===== src/hw/rtl/zce_pkg.sv =====
package zce_pkg;

	localparam int MAX_WIDTH  = 1024;
	localparam int MAX_HEIGHT = 1024;
	localparam int PIXEL_BITS = 16;
	localparam int MIN_DIM    = 3;

	// column and row counters, line store address
	localparam int COL_W = $clog2(MAX_WIDTH);
	localparam int ROW_W = $clog2(MAX_HEIGHT);
	localparam int DIM_W = 11;
	localparam int THR_W = 16;
	localparam int CFG_DATA_W = 16;

	// one line store word holds the row two above (upper half) and the row above
	localparam int WORD_W = 2 * PIXEL_BITS;

	localparam logic [DIM_W-1:0] WIDTH_RESET  = DIM_W'(640);
	localparam logic [DIM_W-1:0] HEIGHT_RESET = DIM_W'(480);

	typedef logic signed [PIXEL_BITS-1:0] pixel_t;

	typedef enum logic [1:0] {
		CFG_WIDTH     = 2'd0,
		CFG_HEIGHT    = 2'd1,
		CFG_THRESHOLD = 2'd2
	} cfg_idx_t;

	// control that travels with an item from the address stage to the judge stage
	typedef struct packed {
		logic             has_result;
		logic             last;
		logic [ROW_W-1:0] row;
		logic [COL_W-1:0] col;
		logic [COL_W-1:0] addr;
	} stage_ctl_t;

endpackage


===== src/hw/rtl/zce_judge.sv =====
module zce_judge (
	input  logic                      clk,
	input  logic                      arst_n,
	input  logic                      shift,
	input  zce_pkg::pixel_t           top,
	input  zce_pkg::pixel_t           mid,
	input  zce_pkg::pixel_t           bot,
	input  logic [zce_pkg::THR_W-1:0] threshold,
	output logic                      is_edge
);
	import zce_pkg::*;

	// win_q[0..2]: top/mid/bot two columns back, win_q[3..5]: one column back
	pixel_t win_q [6];

	function automatic logic crosses(input pixel_t p, input pixel_t q,
		input logic [THR_W-1:0] thr);
		logic             opposite;
		logic [PIXEL_BITS:0] d;
		logic [PIXEL_BITS:0] mag;
		opposite = (p[PIXEL_BITS-1] && !q[PIXEL_BITS-1] && (q != '0))
			|| (q[PIXEL_BITS-1] && !p[PIXEL_BITS-1] && (p != '0));
		d   = {p[PIXEL_BITS-1], p} - {q[PIXEL_BITS-1], q};
		mag = d[PIXEL_BITS] ? (~d + 1'b1) : d;
		return opposite && (mag > {1'b0, thr});
	endfunction

	assign is_edge = crosses(win_q[0], bot, threshold)
		|| crosses(win_q[1], mid, threshold)
		|| crosses(win_q[2], top, threshold)
		|| crosses(win_q[5], win_q[3], threshold);

	always_ff @(posedge clk or negedge arst_n) begin
		if (!arst_n) begin
			for (int i = 0; i < 6; i++) win_q[i] <= '0;
		end else if (shift) begin
			win_q[0] <= win_q[3];
			win_q[1] <= win_q[4];
			win_q[2] <= win_q[5];
			win_q[3] <= top;
			win_q[4] <= mid;
			win_q[5] <= bot;
		end
	end

	a_shift_moves_column: assert property (@(posedge clk) disable iff (!arst_n)
		shift |=> (win_q[3] == $past(top)) && (win_q[0] == $past(win_q[3])))
		else $error("window did not shift by one column");

endmodule

===== config.mk =====
export PLATFORM = sky130hd
export DESIGN_NAME = zce_judge
export DESIGN_NICKNAME = d
export VERILOG_FILES = /design/src/hw/rtl/zce_pkg.sv /design/src/hw/rtl/zce_judge.sv
export SDC_FILE = /design/constraint.sdc
export NUM_CORES = 1
export LEC_CHECK = 0
export BUFFER_PORTS_ARGS = -buffer_cell sky130_fd_sc_hd__buf_2
export CAP_MARGIN = 0
export CORE_MARGIN = 2
export CORE_UTILIZATION = 40
export DETAILED_ROUTE_END_ITERATION = 7
export GPL_TIMING_DRIVEN = 0
export MAX_ROUTING_LAYER = met4
export PLACE_DENSITY_LB_ADDON = 0.1
export SLEW_MARGIN = 5
export SYNTH_ARGS = -nofsm -noshare
export SYNTH_HDL_FRONTEND = slang
export SYNTH_SLANG_ARGS = --single-unit

===== constraint.sdc =====
create_clock -name clk -period 5.4 [get_ports clk]
set_input_delay 0.27 -clock clk [delete_from_list [all_inputs] [get_ports clk]]
set_output_delay 0.27 -clock clk [all_outputs]
set_load 0.05 [all_outputs]

# Word-level counts from Yosys, hierarchy flattened
# Index checks and enable logic that the tools add are counted.
[word_totals]
elab_cells = 69
input_bits = 67
reg_bits = 96
out_inout_bits = 1
[classes]
order_cmp = 4
bitwise = 4
n_reduce_logical = 43
muxes = 4
add_sub_neg = 8
[op_table]
columns = ["cell", "n"]
rows = [
  ["nonzero test 16 bit", 8],
  ["adder 17 x 1 -> 17 bit (second input constant)", 4],
  ["greater-than comparator 17 x 16 -> 1 bit", 4],
  ["two-way mux 17 bit", 4],
  ["inverter 17 bit", 4],
  ["subtractor 16 x 16 -> 17 bit", 4],
  ["logical AND 1 bit", 20],
  ["logical NOT 1 bit", 8],
  ["logical OR 1 bit", 7],
]

# Logic depth before layout (Yosys ltp)
[logic_depth]
word_depth = 9
mapped_depth = 23
ltp_nobuf = 23

# Worst setup path after synthesis
# OpenSTA, ideal clock, no wires.
[synth_timing]
path_kind = "reg2out"
startpoint = "reg win_q[48] in the netlist's numbering"
endpoint = "out is_edge"
slack_ns = 0.590
n_path_buf = 0
required_ns = 5.130
arrival_time_ns = 4.540
path_stages_with_launch = 22
cell_sequence = "dfrtp_1 -> inv_1 -> ha_1 -> inv_1 -> fa_1 -> a21o_1 -> and4_1 -> or2_1 -> a221oi_1 -> xnor2_1 -> nor4_1 -> and4_1 -> nor2_1 -> xnor2_1 -> ha_1 -> nand4_1 -> nor3_1 -> a221o_1 -> o311ai_0 -> nand4_1 -> a2111oi_0 -> nand2_1"
[synth_between]
elab_chain_len = 8
elab_cells_between_ends = 11
classes_between = "add/sub: 2; order compare: 1; mux: 1; bitwise: 1; reduce/logical: 6"
[synth_lines]
columns = ["item", "line_no", "rtl"]
rows = [
  ["start: declaration", "zce_judge.sv:14", "pixel_t win_q [6];"],
  ["subtractor 16 x 16 -> 17 bit", "zce_judge.sv:23", "d = {p[PIXEL_BITS-1], p} - {q[PIXEL_BITS-1], q};"],
  ["inverter 17 bit", "zce_judge.sv:24", "mag = d[PIXEL_BITS] ? (~d + 1'b1) : d;"],
  ["adder 17 x 1 -> 17 bit", "zce_judge.sv:24", ""],
  ["two-way mux 17 bit", "zce_judge.sv:24", ""],
  ["greater-than comparator 17 x 16 -> 1 bit", "zce_judge.sv:25", "return opposite && (mag > {1'b0, thr});"],
  ["logical AND 1 bit *", "zce_judge.sv:25", ""],
  ["logical OR 1 bit *", "zce_judge.sv:30", "|| crosses(win_q[2], top, threshold)"],
  ["logical OR 1 bit *", "zce_judge.sv:31", "|| crosses(win_q[5], win_q[3], threshold);"],
  ["end: declaration", "zce_judge.sv:9", "output logic is_edge"],
]
# Mark *: on every way between the ends. The rest lies on a longest branch, timed or not.

# Worst setup path in the final report
# Same ends and word-level chain as after synthesis.

==> results.rst <==
.. list-table::
   :header-rows: 1

   * - Metric
     - Value
   * - Run status
     - finished, final reports clean
   * - Number of nets with antenna violations after routing
     - 0
   * - Number of cells on the worst reg-to-reg path
     - 1
   * - Die width
     - 163 um
   * - Critical path data required time
     - 5130 ps
   * - Final setup skew
     - 8.51 ps
   * - Clk pwr share
     - 16.2%
   * - WHS Endpoint
     - win_q[33]$_DFFE_PN0P_
   * - Number of maximum-capacitance constraint violations
     - 0
   * - Cell types occupying the most area after synthesis
     - sky130_fd_sc_hd__dfrtp_1, sky130_fd_sc_hd__ha_1, sky130_fd_sc_hd__mux2_2, sky130_fd_sc_hd__xnor2_1, sky130_fd_sc_hd__inv_1
   * - Sinks on the clock net
     - 96
   * - Leakage power
     - 5.40 nW
   * - Fraction of final layout cells with drive strength greater than 1
     - between 10% and 20%
   * - Pwr dens
     - about 360 mW/mm^2
   * - Number of cells produced by synthesis
     - 1166
   * - Biggest registers after layout
     - win_q (96)
   * - Relative max-transition margin
     - a little over two fifths
   * - DRT Wirelength
     - 31600 um
   * - Clock-pin transition on the worst setup and hold timing paths
     - 80 ps
   * - Synthesized area per cell
     - 8.63 sq um
   * - Register with the most flip-flops
     - win_q
   * - HP Start
     - top[1]
   * - Ratio of routed vias to standard cells
     - 5.63
   * - Buffers added on ports
     - 66
   * - Total grt overflow
     - 0
   * - Data arrival at the endpoint of the critical path
     - 5110 ps
   * - Inserted Diodes
     - 0
   * - Number of design rule violations left after detail routing
     - 0
   * - Die outline height
     - 163 um
   * - Number of DRC violations after detailed-routing iteration 0
     - roughly 630
   * - Number of detailed-route iterations in the first pass
     - 5
   * - Logic gate share of total power
     - 62.0%
   * - Fraction of post-synthesis cell area in the top cell type by area
     - a little under a quarter
   * - Count of yosys warnings during synthesis
     - 0
   * - Endpoint of the worst-slack reg-to-reg timing path
     - win_q[57]$_DFFE_PN0P_
   * - Number of synthesized register bits
     - 96
   * - Critical register-to-register path startpoint
     - win_q[9]$_DFFE_PN0P_
   * - Wire length of the first global-routing pass
     - 49100 um
   * - FFs w/ async S/R, synth
     - 100%
   * - Core region area
     - 0.0250 sq mm
   * - Relative contribution of sequential cells to total power
     - 21.8%
   * - Distinct cell type count of the synthesized netlist
     - 74
   * - Worst IR Drop VDD
     - 0.000170 V
   * - Largest register FFs
     - 96
   * - Type of the worst min-delay path
     - input port to flip-flop
   * - Final Slew Violations
     - 0
   * - Internal power
     - approximately 2.3 mW
   * - Worst-case register-to-register setup slack
     - between 4000 and 5000 ps
   * - Layout overhead on the synthesized area
     - 15.3%
   * - Top library cells by usage in the layout, fill and taps aside
     - sky130_fd_sc_hd__ha_1, sky130_fd_sc_hd__inv_1, sky130_fd_sc_hd__dfrtp_1
   * - Number of global-route vias before repair
     - 8556
   * - Starting Density
     - 40.3%
   * - Dominant cell type by area after synthesis
     - sky130_fd_sc_hd__dfrtp_1
   * - Setup slack of the critical path after layout
     - 19.4 ps
   * - Number of buffers created by CTS
     - 9
   * - Minimum clock period after layout
     - approximately 5400 ps
   * - Number of top-level design ports
     - 68
   * - Net Sw Power
     - 1.87 mW
   * - Worst Setup Path Type
     - flip-flop to output port
   * - Sum of net half-perimeters after detailed placement
     - roughly 26000 um
   * - Cell row count
     - 58
   * - Highest fanout seen on the critical path
     - 3
   * - Post-synthesis net count
     - around 1400
   * - Peak clock frequency supported by timing
     - 0.186 GHz
   * - RSZ-0062 raised after global routing
     - true
   * - Final estimated routing congestion in global placement
     - ~0.9
   * - Worst setup EP type
     - output port
   * - Post-synthesis sequential area ratio
     - 23.9%
   * - Final-report hold violation count
     - 0
   * - Largest net degree at the start of global routing
     - 51
   * - Number of H-tree levels
     - 3
   * - Vias after detailed routing
     - 9024
   * - Most common cell after layout, fill and taps aside
     - sky130_fd_sc_hd__ha_1
   * - Die area
     - 0.0264 sq mm
   * - Number of antenna violations at the first check in global routing
     - 0
   * - Post-route fraction of the period consumed by the critical path
     - 99.6%
   * - Post-place setup slack
     - -615 ps
   * - Synthesized area
     - 0.0101 sq mm
   * - WL/cell
     - 19.7 um
   * - Final setup fails
     - 0
   * - Proportion of total power due to net switching
     - between 40% and 50%
   * - Hold slack final
     - 162 ps
   * - Critical path launch point type
     - flip-flop
   * - Hold path depth
     - 3
   * - Maximum number of buffers from clock root to sink
     - 2
   * - Root buffer selected by CTS
     - sky130_fd_sc_hd__clkbuf_16
   * - Slew @ Worst Pin
     - roughly 860 ps
   * - Overall fraction of global-route tracks in use
     - between 20% and 30%
   * - Primary FF master, synth
     - sky130_fd_sc_hd__dfrtp_1
   * - Clock latency on the worst-skew pair
     - 360 ps
   * - CTS tree
     - done
   * - Number of enable flip-flop cells after synthesis
     - 0
   * - Post-layout nets
     - around 1500
cells in the mapped netlist (all sizes together) (4+ instances only):
cell type  instances
a2111oi            4
a211oi             9
a21o              38
a21oi             58
a22o               4
a311oi             6
a31oi             18
and2               8
and3              13
and4               8
buf                6
clkbuf            21
dfrtp             96
fa                 4
ha               136
inv              111
mux2              76
mux2i              4
nand2             81
nand2b             9
nand3             18
nand4             27
nor2              77
nor2b             20
nor3              19
nor4              39
o211ai            14
o21a               9
o21ai             61
o311ai             4
o31ai              5
or2                6
or3                6
xnor2             62
xor2              40
cells by family after synthesis:
logic type | synth area share [%]
xor gates and xnor gates | 8.88
DFF | 23.9
buffers and inverters | 5.19
muxes | 8.90
and+or+nand+nor | 17.6
adders and majority gates | 17.7
AOI/OAI and AO/OA | 17.9
worst max-delay path by stage:
stage / start / end / slack [ps] / cells past startpoint
5_1_grt: win_q[48]$_DFFE_PN0P_ / is_edge / -240 / 24
6_report: win_q[48]$_DFFE_PN0P_ / is_edge / 20 / 23
3_3_place_gp: win_q[32]$_DFFE_PN0P_ / is_edge / -650 / 22
4_1_cts: win_q[64]$_DFFE_PN0P_ / is_edge / 20 / 23
3_5_place_dp: win_q[32]$_DFFE_PN0P_ / is_edge / -620 / 22
2_1_floorplan: win_q[48]$_DFFE_PN0P_ / is_edge / 590 / 21
through the flow:
stage / setup TNS [ps] / util, % / instances / power [mW] / cell area (sq um)
CTS: 0 / 46.1 / 1593 / 4.10 / 11500
global placement: -648 / 43.3 / 1562 / 3.22 / 10800
global route: -239 / 46.5 / 1602 / 4.48 / 11600
detailed placement: -615 / 43.4 / 1563 / 3.25 / 10800
finish: 0 / 46.5 / 1602 / 4.13 / 11600
floorplan: 0 / - / 1166 / 2.65 / 10100
metal layers:
| metal | part of all wire [%] | vias to the layer above | GRT usage [%] |
|---|---|---|---|
| met5 | 0 | - | - |
| met1 | 51 | 4391 | 36.6 |
| met3 | 3.5 | 24 | 2.70 |
| met2 | 44 | 155 | 36.9 |
| li1 | - | 4454 | - |
| met4 | 1.3 | 0 | 4.91 |
worst max-delay path, cell delays in order (launching register included):
cell and delay, ps:
sky130_fd_sc_hd__dfrtp_1 390, sky130_fd_sc_hd__inv_2 60, sky130_fd_sc_hd__ha_1 150, sky130_fd_sc_hd__inv_1 50, sky130_fd_sc_hd__fa_2 340, sky130_fd_sc_hd__a21o_1 200
sky130_fd_sc_hd__and4_4 200, sky130_fd_sc_hd__or2_4 280, sky130_fd_sc_hd__buf_4 150, sky130_fd_sc_hd__a221oi_4 240, sky130_fd_sc_hd__xnor2_2 130, sky130_fd_sc_hd__nor4_2 280
sky130_fd_sc_hd__buf_4 170, sky130_fd_sc_hd__a41oi_1 120, sky130_fd_sc_hd__xor2_1 170, sky130_fd_sc_hd__ha_1 320, sky130_fd_sc_hd__nand4_1 100, sky130_fd_sc_hd__nor3_1 70
sky130_fd_sc_hd__a221o_1 290, sky130_fd_sc_hd__o311ai_1 240, sky130_fd_sc_hd__nand4_1 190, sky130_fd_sc_hd__a2111oi_4 290, sky130_fd_sc_hd__nand2_2 130, sky130_fd_sc_hd__buf_8 170
final cells by class:
class | count | area (sq um)
inverters | 111 | 417
clock buffers | 9 | 225
plain buffers | 26 | 124
clock inverters | 7 | 72.6
repair buffers | 91 | 553
fillers | 2521 | 13400
flip-flops and latches | 96 | 2400
well taps | 330 | 413
multi-input cells | 932 | 7400
repair_timing:
action | CTS | global route
gates cloned | 0 | 0
gates resized for setup | 54 | 9
setup buffers | 14 | 9
endpoints found under the setup margin | 1 | 1
hold buffers | 1 | 0
hold endpoints to repair | 46 | 0
pin swaps | 19 | 19
power by group through the flow:
stage / clock (mW) / sequential, mW / combinational, mW
floorplan: 0 / 0.867 / 1.78
global placement: 0 / 0.911 / 2.31
detailed placement: 0 / 0.913 / 2.34
CTS: 0.689 / 0.899 / 2.51
global route: 0.717 / 0.909 / 2.85
finish: 0.669 / 0.900 / 2.56
(Power assumes the default switching activity.)
